[config.mk]
export PLATFORM = sky130hd
export DESIGN_NAME = dht11_sensor_receiver_top
export DESIGN_NICKNAME = d
export VERILOG_FILES = /design/src/hw/rtl/dht_pkg.sv /design/src/hw/rtl/dht_cfg.sv /design/src/hw/rtl/dht_seq.sv /design/src/hw/rtl/dht11_sensor_receiver_top.sv
export VERILOG_INCLUDE_DIRS = /design/src /design/src/hw/rtl
export SDC_FILE = /design/constraint.sdc
export NUM_CORES = 1
export LEC_CHECK = 0
export BUFFER_PORTS_ARGS = -buffer_cell sky130_fd_sc_hd__buf_2
export CORE_MARGIN = 5
export CORE_UTILIZATION = 45
export CTS_CLUSTER_SIZE = 12
export DETAILED_ROUTE_END_ITERATION = 8
export PLACE_DENSITY = 0.68
export SKIP_LAST_GASP = 1
export SLEW_MARGIN = 10
export SYNTH_ARGS = -nofsm -noshare
export SYNTH_HDL_FRONTEND = slang
export SYNTH_SLANG_ARGS = --single-unit
[constraint.sdc]
create_clock -name clk_i -period 12.7 [get_ports clk_i]
set_clock_uncertainty 0.2 [all_clocks]
set_input_delay 2.54 -clock clk_i [delete_from_list [all_inputs] [get_ports clk_i]]
set_output_delay 2.54 -clock clk_i [all_outputs]
set_load 0.05 [all_outputs]
[src/hw/rtl/assert_macros.svh]
// Assertion macros for the RTL files of the sensor receiver.
// Depends on nothing; included by files that carry concurrent checks.
`ifndef ASSERT_MACROS_SVH
`define ASSERT_MACROS_SVH

// Implication checked at every rising edge, off while reset is asserted.
`define ASSERT_IMPL(label, clk, rst_n, ante, cons, msg) \
  label: assert property (@(posedge clk) disable iff (!rst_n) (ante) |-> (cons)) \
    else $error(msg);

// Implication whose consequence is checked in the cycle after the antecedent.
`define ASSERT_NEXT(label, clk, rst_n, ante, cons, msg) \
  label: assert property (@(posedge clk) disable iff (!rst_n) (ante) |=> (cons)) \
    else $error(msg);

`endif

[src/hw/rtl/dht_pkg.sv]
// Shared types and constants of the single-wire sensor receiver.
// Used by dht_cfg, dht_seq and dht11_sensor_receiver_top; no dependencies.
package dht_pkg;

  // Width of the configuration registers and of the config index.
  localparam int unsigned CfgWidth    = 16;
  localparam int unsigned CfgIdxWidth = 2;

  // Number of data bits in one sensor frame.
  localparam int unsigned BitsPerRead = 40;
  localparam int unsigned BitIdxWidth = 6;

  // Configuration register indexes.
  localparam logic [CfgIdxWidth-1:0] CfgStartLow = 2'd0;
  localparam logic [CfgIdxWidth-1:0] CfgRelease  = 2'd1;
  localparam logic [CfgIdxWidth-1:0] CfgTimeout  = 2'd2;

  // Register values after reset.
  localparam logic [CfgWidth-1:0] StartLowReset = 16'd20000;
  localparam logic [CfgWidth-1:0] ReleaseReset  = 16'd50;
  localparam logic [CfgWidth-1:0] TimeoutReset  = 16'd12000;

  // Stream payload widths.
  localparam int unsigned InDataWidth  = 8;
  localparam int unsigned OutDataWidth = 24;

  // Read sequence phases.
  typedef enum logic [6:0] {
    PH_IDLE      = 7'b0000001,
    PH_START_LOW = 7'b0000010,
    PH_RELEASE   = 7'b0000100,
    PH_RESP_LOW  = 7'b0001000,
    PH_RESP_HIGH = 7'b0010000,
    PH_BIT_LOW   = 7'b0100000,
    PH_BIT_HIGH  = 7'b1000000
  } phase_e;

  // Timing settings seen by the sequencer.
  typedef struct packed {
    logic [CfgWidth-1:0] start_low_ticks;
    logic [CfgWidth-1:0] release_ticks;
    logic [CfgWidth-1:0] timeout_ticks;
  } cfg_t;

  // One result item.
  typedef struct packed {
    logic [7:0] humidity;
    logic [7:0] temperature;
    logic       read_ok;
    logic       done_res;
    logic       busy_res;
    logic       drive_low;
  } result_t;

endpackage

[src/hw/rtl/dht_cfg.sv]
// Configuration register file of the sensor receiver: three timing registers.
// Depends on dht_pkg.
module dht_cfg (
  input  logic                            clk_i,
  input  logic                            rst_ni,
  input  logic                            cfg_valid_i,
  output logic                            cfg_ready_o,
  input  logic [dht_pkg::CfgIdxWidth-1:0] cfg_index_i,
  input  logic [dht_pkg::CfgWidth-1:0]    cfg_data_i,
  output dht_pkg::cfg_t                   cfg_o
);
  import dht_pkg::*;

  cfg_t cfg_q;

  // Writes are always taken; an unknown index is dropped.
  assign cfg_ready_o = 1'b1;

  always_ff @(posedge clk_i or negedge rst_ni) begin
    if (!rst_ni) begin
      cfg_q.start_low_ticks <= StartLowReset;
      cfg_q.release_ticks   <= ReleaseReset;
      cfg_q.timeout_ticks   <= TimeoutReset;
    end else if (cfg_valid_i) begin
      case (cfg_index_i)
        CfgStartLow: cfg_q.start_low_ticks <= cfg_data_i;
        CfgRelease:  cfg_q.release_ticks   <= cfg_data_i;
        CfgTimeout:  cfg_q.timeout_ticks   <= cfg_data_i;
        default: begin
        end
      endcase
    end
  end

  assign cfg_o = cfg_q;

endmodule

[src/hw/rtl/dht_seq.sv]
// Read sequencer: phase state, tick counter, bit shifter and checksum check.
// Advances one sample tick per step; depends on dht_pkg.
module dht_seq #(
  parameter int unsigned TickBits = 16
) (
  input  logic             clk_i,
  input  logic             rst_ni,
  input  logic             step_i,
  input  logic             start_request_i,
  input  logic             line_level_i,
  input  dht_pkg::cfg_t    cfg_i,
  output dht_pkg::result_t res_o
);
  import dht_pkg::*;

  localparam int unsigned CmpBits = (TickBits > CfgWidth) ? TickBits : CfgWidth;
  localparam logic [TickBits-1:0] CntMax = '1;
  localparam logic [TickBits-1:0] OneTick = TickBits'(1);

  // Counter has reached a limit or saturated.
  function automatic logic count_full(logic [TickBits-1:0] t, logic [CfgWidth-1:0] lim);
    return (CmpBits'(t) >= CmpBits'(lim)) || (t == CntMax);
  endfunction

  // Saturating increment of the tick counter.
  function automatic logic [TickBits-1:0] sat_inc(logic [TickBits-1:0] t);
    return (t == CntMax) ? t : t + OneTick;
  endfunction

  phase_e                 phase_q, phase_d;
  logic [TickBits-1:0]    ticks_q, ticks_d;
  logic [TickBits-1:0]    low_q, low_d;
  logic [BitIdxWidth-1:0] idx_q, idx_d;
  logic [BitsPerRead-1:0] shift_q, shift_d;
  logic [7:0]             temp_q, temp_d;
  logic [7:0]             hum_q, hum_d;
  logic                   ok_q, ok_d;

  logic                   done;
  logic                   tm_en;
  phase_e                 tm_phase;
  logic [TickBits-1:0]    tm_ticks;
  logic [TickBits-1:0]    inc_t;
  logic                   expect_lvl;
  logic                   fail;
  logic                   finish;
  logic [7:0]             csum;

  // Next state for one sample tick.
  always_comb begin
    phase_d  = phase_q;
    ticks_d  = ticks_q;
    low_d    = low_q;
    idx_d    = idx_q;
    shift_d  = shift_q;
    temp_d   = temp_q;
    hum_d    = hum_q;
    ok_d     = ok_q;
    done     = 1'b0;
    tm_en    = 1'b0;
    tm_phase = phase_q;
    tm_ticks = ticks_q;
    inc_t    = '0;
    expect_lvl = 1'b0;
    fail     = 1'b0;
    finish   = 1'b0;
    csum     = '0;

    // Untimed phases; a finished release hands over to response timing.
    case (phase_q)
      PH_IDLE: begin
        if (start_request_i) begin
          if (count_full(OneTick, cfg_i.start_low_ticks)) begin
            phase_d = PH_RELEASE;
            ticks_d = '0;
          end else begin
            phase_d = PH_START_LOW;
            ticks_d = OneTick;
          end
        end
      end
      PH_START_LOW: begin
        inc_t = sat_inc(ticks_q);
        if (count_full(inc_t, cfg_i.start_low_ticks)) begin
          phase_d = PH_RELEASE;
          ticks_d = '0;
        end else begin
          ticks_d = inc_t;
        end
      end
      PH_RELEASE: begin
        if (count_full(ticks_q, cfg_i.release_ticks)) begin
          tm_en    = 1'b1;
          tm_phase = PH_RESP_LOW;
          tm_ticks = '0;
        end else begin
          ticks_d = ticks_q + OneTick;
        end
      end
      PH_RESP_LOW, PH_RESP_HIGH, PH_BIT_LOW, PH_BIT_HIGH: begin
        tm_en = 1'b1;
      end
      default: begin
        phase_d = PH_IDLE;
      end
    endcase

    // Timed phases: count at the expected level, close the phase on a flip.
    if (tm_en) begin
      expect_lvl = (tm_phase == PH_RESP_HIGH) || (tm_phase == PH_BIT_HIGH);
      if (line_level_i == expect_lvl) begin
        inc_t   = sat_inc(tm_ticks);
        phase_d = tm_phase;
        ticks_d = inc_t;
        fail    = count_full(inc_t, cfg_i.timeout_ticks);
      end else if (tm_ticks == '0) begin
        fail = 1'b1;
      end else begin
        phase_d = tm_phase;
        ticks_d = OneTick;
        case (tm_phase)
          PH_RESP_LOW: begin
            phase_d = PH_RESP_HIGH;
          end
          PH_RESP_HIGH: begin
            idx_d   = '0;
            shift_d = '0;
            phase_d = PH_BIT_LOW;
          end
          PH_BIT_LOW: begin
            low_d   = tm_ticks;
            phase_d = PH_BIT_HIGH;
          end
          PH_BIT_HIGH: begin
            shift_d = {shift_q[BitsPerRead-2:0], (tm_ticks > low_q)};
            idx_d   = idx_q + BitIdxWidth'(1);
            if (idx_d >= BitIdxWidth'(BitsPerRead)) begin
              finish = 1'b1;
            end else begin
              phase_d = PH_BIT_LOW;
            end
          end
          default: begin
            fail = 1'b1;
          end
        endcase
        if (!finish) begin
          fail = fail || count_full(OneTick, cfg_i.timeout_ticks);
        end
      end

      // Frame complete: bytes 0..3 must sum to byte 4.
      if (finish) begin
        csum = shift_d[39:32] + shift_d[31:24] + shift_d[23:16] + shift_d[15:8];
        if (csum == shift_d[7:0]) begin
          hum_d  = shift_d[39:32];
          temp_d = shift_d[23:16];
          ok_d   = 1'b1;
        end else begin
          ok_d = 1'b0;
        end
        phase_d = PH_IDLE;
        ticks_d = '0;
        done    = 1'b1;
      end

      if (fail) begin
        ok_d    = 1'b0;
        phase_d = PH_IDLE;
        ticks_d = '0;
        done    = 1'b1;
      end
    end
  end

  // State registers, updated once per item.
  always_ff @(posedge clk_i or negedge rst_ni) begin
    if (!rst_ni) begin
      phase_q <= PH_IDLE;
      ticks_q <= '0;
      low_q   <= '0;
      idx_q   <= '0;
      shift_q <= '0;
      temp_q  <= '0;
      hum_q   <= '0;
      ok_q    <= 1'b0;
    end else if (step_i) begin
      phase_q <= phase_d;
      ticks_q <= ticks_d;
      low_q   <= low_d;
      idx_q   <= idx_d;
      shift_q <= shift_d;
      temp_q  <= temp_d;
      hum_q   <= hum_d;
      ok_q    <= ok_d;
    end
  end

  // Result reflects the state after this tick.
  assign res_o.drive_low   = (phase_d == PH_START_LOW);
  assign res_o.busy_res    = (phase_d != PH_IDLE);
  assign res_o.done_res    = done;
  assign res_o.read_ok     = ok_d;
  assign res_o.temperature = temp_d;
  assign res_o.humidity    = hum_d;

endmodule

[src/hw/rtl/dht11_sensor_receiver_top.sv]
// Single-wire humidity/temperature sensor receiver, one input item per sample tick.
// An accepted item passes the input register, then the result register, where its
// result can be taken. Throughput: one item per cycle while the result side does not
// stall, set by the single-pass sequencer step between the two registers.
// Reset (rst_ni low, asynchronous): idle, no stored items, timing registers at
// defaults. Depends on dht_pkg, dht_cfg, dht_seq and assert_macros.svh.
`include "assert_macros.svh"

module dht11_sensor_receiver_top #(
  parameter int unsigned TICK_COUNT_BITS = 16
) (
  input  logic                             clk_i,
  input  logic                             rst_ni,
  // Input items
  input  logic                             s_axis_tvalid,
  output logic                             s_axis_tready,
  // tdata: [0] start_request, [1] line_level, [7:2] zero
  input  logic [dht_pkg::InDataWidth-1:0]  s_axis_tdata,
  // Result items
  output logic                             m_axis_tvalid,
  input  logic                             m_axis_tready,
  // tdata: [0] drive_low, [1] busy_res, [2] done_res, [3] read_ok,
  //        [11:4] temperature, [19:12] humidity, [23:20] zero
  output logic [dht_pkg::OutDataWidth-1:0] m_axis_tdata,
  // Configuration writes
  input  logic                             cfg_valid_i,
  output logic                             cfg_ready_o,
  input  logic [dht_pkg::CfgIdxWidth-1:0]  cfg_index_i,
  input  logic [dht_pkg::CfgWidth-1:0]     cfg_data_i
);
  import dht_pkg::*;

  cfg_t    cfg;
  result_t res;

  logic    in_valid_q;
  logic    in_req_q;
  logic    in_line_q;
  logic    out_valid_q;
  result_t out_q;
  logic    out_free;
  logic    advance;

  // Pipeline handshake: an item moves on when the result slot is free or drains.
  assign out_free      = !out_valid_q || m_axis_tready;
  assign advance       = in_valid_q && out_free;
  assign s_axis_tready = !in_valid_q || advance;

  // Input register.
  always_ff @(posedge clk_i or negedge rst_ni) begin
    if (!rst_ni) begin
      in_valid_q <= 1'b0;
    end else if (s_axis_tready) begin
      in_valid_q <= s_axis_tvalid;
    end
  end

  always_ff @(posedge clk_i) begin
    if (s_axis_tready && s_axis_tvalid) begin
      in_req_q  <= s_axis_tdata[0];
      in_line_q <= s_axis_tdata[1];
    end
  end

  dht_cfg u_cfg (
    .clk_i       (clk_i),
    .rst_ni      (rst_ni),
    .cfg_valid_i (cfg_valid_i),
    .cfg_ready_o (cfg_ready_o),
    .cfg_index_i (cfg_index_i),
    .cfg_data_i  (cfg_data_i),
    .cfg_o       (cfg)
  );

  dht_seq #(
    .TickBits (TICK_COUNT_BITS)
  ) u_seq (
    .clk_i           (clk_i),
    .rst_ni          (rst_ni),
    .step_i          (advance),
    .start_request_i (in_req_q),
    .line_level_i    (in_line_q),
    .cfg_i           (cfg),
    .res_o           (res)
  );

  // Result register.
  always_ff @(posedge clk_i or negedge rst_ni) begin
    if (!rst_ni) begin
      out_valid_q <= 1'b0;
    end else if (out_free) begin
      out_valid_q <= in_valid_q;
    end
  end

  always_ff @(posedge clk_i) begin
    if (advance) begin
      out_q <= res;
    end
  end

  assign m_axis_tvalid = out_valid_q;
  assign m_axis_tdata  = {4'b0000, out_q.humidity, out_q.temperature, out_q.read_ok,
                          out_q.done_res, out_q.busy_res, out_q.drive_low};

  // A finished read is never reported as still busy.
  `ASSERT_IMPL(a_done_not_busy, clk_i, rst_ni, m_axis_tvalid && out_q.done_res, !out_q.busy_res, "done item reported busy")

  // The line is only driven low inside a read.
  `ASSERT_IMPL(a_drive_in_read, clk_i, rst_ni, m_axis_tvalid && out_q.drive_low, out_q.busy_res, "line driven low while idle")

  // An item held in the input register is not lost while the result side stalls.
  `ASSERT_NEXT(a_in_hold, clk_i, rst_ni, in_valid_q && !out_free, in_valid_q, "input item dropped under stall")

endmodule

Word-level counts from Yosys, hierarchy flattened
Index checks and enable logic that the tools add are counted.
{ "word_totals": {"out_inout_bits": 27, "reg_bits": 174} }
{ "op_classes": {"mux": 62, "n_bitwise": 2, "order_cmp": 7, "n_eq_ne": 21, "n_addsub": 6, "n_reduce_logical": 23} }
{ "op_table": {"columns": ["op", "count"], "rows": [
  ["two-way mux 16 bit", 12],
  ["two-way mux 40 bit", 3],
  ["case mux 40 bit (2 select lines)", 1],
  ["two-way mux 7 bit", 10],
  ["equality test 16 bit, second input constant", 4],
  ["greater-or-equal comparator 16 bit", 3],
  ["two-way mux 8 bit", 6],
  ["case mux 16 bit (3 select lines)", 1],
  ["adder 16 x 1 -> 16 bit, second input constant", 2],
  ["greater-or-equal comparator 1 x 16 -> 1 bit, first input constant", 2],
  ["case mux 7 bit (4 select lines)", 1],
  ["adder 8 bit", 3],
  ["two-way mux 1 bit", 24],
  ["case mux 7 bit (3 select lines)", 1],
  ["> comparator 16 bit", 1],
  ["logical NOT 16 bit", 1],
  ["equality test 7 x 2 -> 1 bit, second input constant", 2],
  ["equality test 7 x 4 -> 1 bit, second input constant", 2],
  ["equality test 7 x 5 -> 1 bit, second input constant", 2],
  ["equality test 7 x 6 -> 1 bit, second input constant", 2],
  ["equality test 7 bit, second input constant", 2],
  ["case mux 6 bit (2 select lines)", 1],
  ["AND reduction 5 bit", 2],
  ["equality test 8 bit", 1],
  ["other kinds (19)", 32]
]} }

Longest topological paths before layout
{ "depth": {"ltp_word": 18, "mapped_depth": 33, "ltp_nobuf": 29} }

By module
A second synthesis with hierarchy kept.
{ "hier_totals": {"hier_cells": 1295, "hier_area_um2": 11908.9} }
{ "modules_own_cells": {"columns": ["module", "area_per_inst_um2", "n_inst", "seq_area_each_um2", "cells_each"], "rows": [
  ["dht_seq", 9265.1, 1, 2553.7, 1156],
  ["dht_cfg", 1845.5, 1, 1219.9, 104],
  ["dht11_sensor_receiver_top", 798.3, 1, 710.7, 35]
]} }

Worst setup path before layout
OpenSTA, ideal clock, no wires.
{ "synth_timing": {"path_type": "flip-flop to flip-flop", "from": "register u_seq.ticks_q[0]", "to": "register out_q, in the netlist m_axis_tdata[10], data pin", "required_time_ns": 12.238, "arrival_ns": 7.739, "path_stages_with_launch": 33, "slack_ns": 4.499, "setup_ns": 0.262, "cell_sequence": "dfrtp_1 inv_1 ha_1 nand2b_1 a21o_1 a211oi_1 o21ai_0 o21ai_0 clkbuf_1 clkbuf_1 nand2_1 ha_1 nor4b_1 nand4_1 and2_1 buf_2 clkbuf_1 clkbuf_1 a22oi_1 fa_1 inv_1 fa_1 ha_1 a211oi_1 o211ai_1 nor3b_1 a2111o_1 a221oi_1 o2111ai_2 nor2_1 mux2i_2 buf_4 mux2_1"} }
{ "synth_lines": {"columns": ["item", "line", "source"], "rows": [
  ["start, declared", "dht_seq.sv:31", "logic [TickBits-1:0] ticks_q, ticks_d;"],
  ["start signal, assigned", "dht_seq.sv:189", "ticks_q <= ticks_d;"],
  ["end signal, assigned", "dht11_sensor_receiver_top.sv:98", "out_q <= res;"],
  ["end, declared", "dht11_sensor_receiver_top.sv:40", "result_t out_q;"]
]} }

==> run_results.csv <==
group,metric,value,unit
route,wl_per_cell,20.1,um
synthesis,synth_largest_area_cell,"dfrtp_1",
floorplan,die_h,173,um
synthesis,syn_area_per_cell,9.62,sq um
floorplan,initial_utilization,45.6,%
synthesis,ys_top_cells_by_area,"dfrtp_1 (29%), ha_1 (8.1%), edfxtp_1 (5.6%)",
global_routing,grt_pass1_vias,9385,
worst_hold_path,min_to,"u_seq.temp_q[6]$_DFFE_PN0P_",
sta,max-slew-margin-rel,32.2,%
sta,hold_violations,0,
global_routing,gr-total-overflow,0,
setup_path,timing.rr.start,"u_seq.ticks_q[5]$_DFFE_PN0P_",
synthesis,yosysMostFrequentCell,"dfrtp_1",
clock_tree,htree_levels,4,
place,gp_congestion,0.962,
synthesis,synthSimpleGateAreaFrac,15.8,%
final_layout,antenna_cells,0,
clock_tree,clk_latency,440,ps
sta,holdWs,294,ps
setup_path,start_kind,"flip-flop",
synthesis,synth.mux.area_fraction,8.95,%
setup_path,reg2reg_to,"m_axis_tdata[9]$_DFFE_PP_",
final_layout,fillers,2392,
synthesis,syn-instance-count,1236,
place,port_buffers,46,
synthesis,seq_area_frac_synth,37.7,%
power_and_ir_drop,irDropWorstVdd,114,uV
place,place_area,12400,sq um
route,drt_first_pass_iters,5,
floorplan,ios,58,
synthesis,synthFlopType,"dfrtp_1",
synthesis,yosysWarnings,0,
clock_tree,ctsHoldBuffers,0,
global_routing,grt_max_degree,85,
sta,tns,0,ps
route,routed-via-count,9852,
synthesis,synth-adder-area-share,10.5,%
sta,finalMaxSlewViolations,0,
synthesis,ys_types,90,
route,ant_nets,0,
power_and_ir_drop,p_total,2100,uW
sta,worst_pin_slew,1010,ps
final_layout,multi_input_area,6750,sq um
route,route.detailed.drc,0,
clock_tree,path_clk_slew,70,ps
synthesis,synth_compound_area_share,19.1,%
sta,max_freq,98.7,MHz
setup_path,worst-r2r-cell-count,28,
place,place.detailed.hpwl,23.2,mm
sta,post-route-period-util,79.8,%
setup_path,required,12690,ps
setup_path,setup.worst_path.end_class,"flip-flop",
final_layout,syn_to_final_growth,9.43,%
synthesis,ys_ff_latch,174,
sta,rsz0062_at_grt,"false",
floorplan,die-area,29800,sq um
worst_hold_path,whs_path_depth,1,
clock_tree,clk_path_buf_depth,2,
synthesis,synth-edff-count,22,
final_layout,final_nets,1371,
clock_tree,clock_sinks,174,
route,drtIter0Drc,939,
synthesis,async_flop_share,87.4,%
setup_path,path_max_fanout,20,
setup_path,crit_type,"flip-flop to flip-flop",
flow_run,maxCapViolCount,0,
synthesis,synth_top_family_by_area,"compound AO/OA/AOI/OAI gates",
synthesis,synth_top_area_share,28.6,%
setup_path,worst-r2r-setup-slack,2560,ps
setup_path,critical_path.max_stage_delay,720,ps
clock_tree,clockRootBuffer,"clkbuf_16",
clock_tree,cts_buffers,17,
setup_path,crit_top_cell,"ha_1",
synthesis,syn_area,11900,sq um
floorplan,rows,59,
clock_tree,tritoncts,"done",
status,status,"completed",
worst_hold_path,hold_start,"u_seq.temp_q[6]$_DFFE_PN0P_",
power_and_ir_drop,power_density,162,nW/um^2
synthesis,synthTopCellsByCount,"dfrtp_1 (136), inv_1 (100), nand2_1 (98)",
global_routing,antenna_found_initial,0,
setup_path,crit_arrival,10120,ps
final_layout,design_area,13000,sq um
clock_tree,postCtsSetupRepairBufs,0,
sta,layout_min_cycle_time,10140,ps
route,viasPerCell,6.17,
final_layout,layout-drive-gt1-share,15.8,%
floorplan,die_w,173,um
global_routing,grtUsageTotal,21.3,%
worst_hold_path,hp-class,"flip-flop to flip-flop",
global_routing,grt_pass1_wl,52.1,mm
clock_tree,cts.repair.resized,0,
route,routed_wl,32.1,mm
power_and_ir_drop,leakagePower,0.00579,uW
setup_path,worst_path_max_delay_cell,"dfrtp_1",
synthesis,synth_xor_xnor_area_share,2.14,%
sta,setup_viol,0,
floorplan,core_area,26100,sq um
final_layout,seqCellArea,4480,sq um
worst max-delay path: cells and delay by family, from the launching register on:
family	cells	cell delay, ps
simple gates	8	3190
compound gates	9	2670
fa+ha+maj	5	1890
buf+inv	4	750
flops	1	720
mux	2	450
final cells by class:
class	instances	share of cell area [%]
multi-input combinational	894	51.9
sequential	174	34.5
clock buffer	18	3.37
tap	335	3.22
inverter	100	2.88
timing repair buffer	62	2.74
clock inverter	14	1.46
flip-flops by register name (all words and copies together), names as in the netlist:
signal,cells
u_seq.hum_q,8
m_axis_tdata,20
u_seq.phase_q,7
in_line_q,1
u_cfg.cfg_o,48
u_seq.low_q,16
u_seq.shift_q,40
u_seq.ok_q,1
in_req_q,1
u_seq.temp_q,8
in_valid_q,1
u_seq.idx_q,6
m_axis_tvalid,1
u_seq.ticks_q,16
power breakdown:
| group | internal (uW) | switching (uW) | total [uW] |
|---|---|---|---|
| combinational | 307 | 477 | 784 |
| sequential | 634 | 126 | 760 |
| clock | 292 | 267 | 558 |
cells by family after synthesis:
logic type	Yosys count
AO/OA/AOI/OAI	318
XOR/XNOR	29
adder cells (fa/ha/maj)	91
buffers and inverters	171
flip-flops	174
multiplexers	91
other	2
AND/OR/NAND/NOR	360
cell usage in the layout, fill, tap and decap left out, types with 9 or more instances in the layout:
| cell type | count |
|---|---|
| dfrtp_1 | 136 |
| inv_1 | 100 |
| nand2_1 | 98 |
| ha_1 | 77 |
| nor2_1 | 71 |
| a22o_1 | 67 |
| o21ai_0 | 67 |
| mux2_2 | 58 |
| buf_2 | 45 |
| a21oi_1 | 44 |
| nor3_1 | 25 |
| nand3_1 | 25 |
| nor4_1 | 23 |
| edfxtp_1 | 22 |
| xnor2_1 | 21 |
| nand4_1 | 20 |
| and2_1 | 17 |
| clkbuf_16 | 17 |
| a21o_1 | 16 |
| mux2_1 | 16 |
| buf_4 | 16 |
| dfstp_2 | 16 |
| a211oi_1 | 15 |
| fa_1 | 14 |
| nor2b_1 | 12 |
| and3_1 | 11 |
| nand2b_1 | 10 |
| o21a_1 | 10 |
| mux2_4 | 9 |
per-stage QoR:
stage	cells	worst slack [ps]	utilization, %
floorplan	1239	4500	-
global placement	1565	2800	47.5
detailed placement	1565	2680	47.5
CTS	1597	2680	49.9
global route	1597	2040	49.9
finish	1597	2560	49.9
worst max path at each step:
stage               slack, ps                          from                           to  cells past startpoint
floorplan                4500  u_seq.ticks_q[0]$_DFFE_PN0P_   m_axis_tdata[10]$_DFFE_PP_                     32
global placement         2800  u_seq.ticks_q[5]$_DFFE_PN0P_   m_axis_tdata[13]$_DFFE_PP_                     29
detailed placement       2680  u_seq.ticks_q[5]$_DFFE_PN0P_    m_axis_tdata[9]$_DFFE_PP_                     29
CTS                      2680  u_seq.ticks_q[5]$_DFFE_PN0P_    m_axis_tdata[9]$_DFFE_PP_                     29
global route             2040  u_seq.ticks_q[5]$_DFFE_PN0P_  u_seq.temp_q[5]$_DFFE_PN0P_                     27
finish                   2560  u_seq.ticks_q[5]$_DFFE_PN0P_    m_axis_tdata[9]$_DFFE_PP_                     28
layer usage:
metal | global-route usage [%] | part of all wire [%]
met2 | 31.7 | 44
met1 | 32.1 | 46
met3 | 3.32 | 7.5
met4 | 5.91 | 2.3
met5 | 0 | 0
Note: power is estimated with default switching activity, not from simulation.
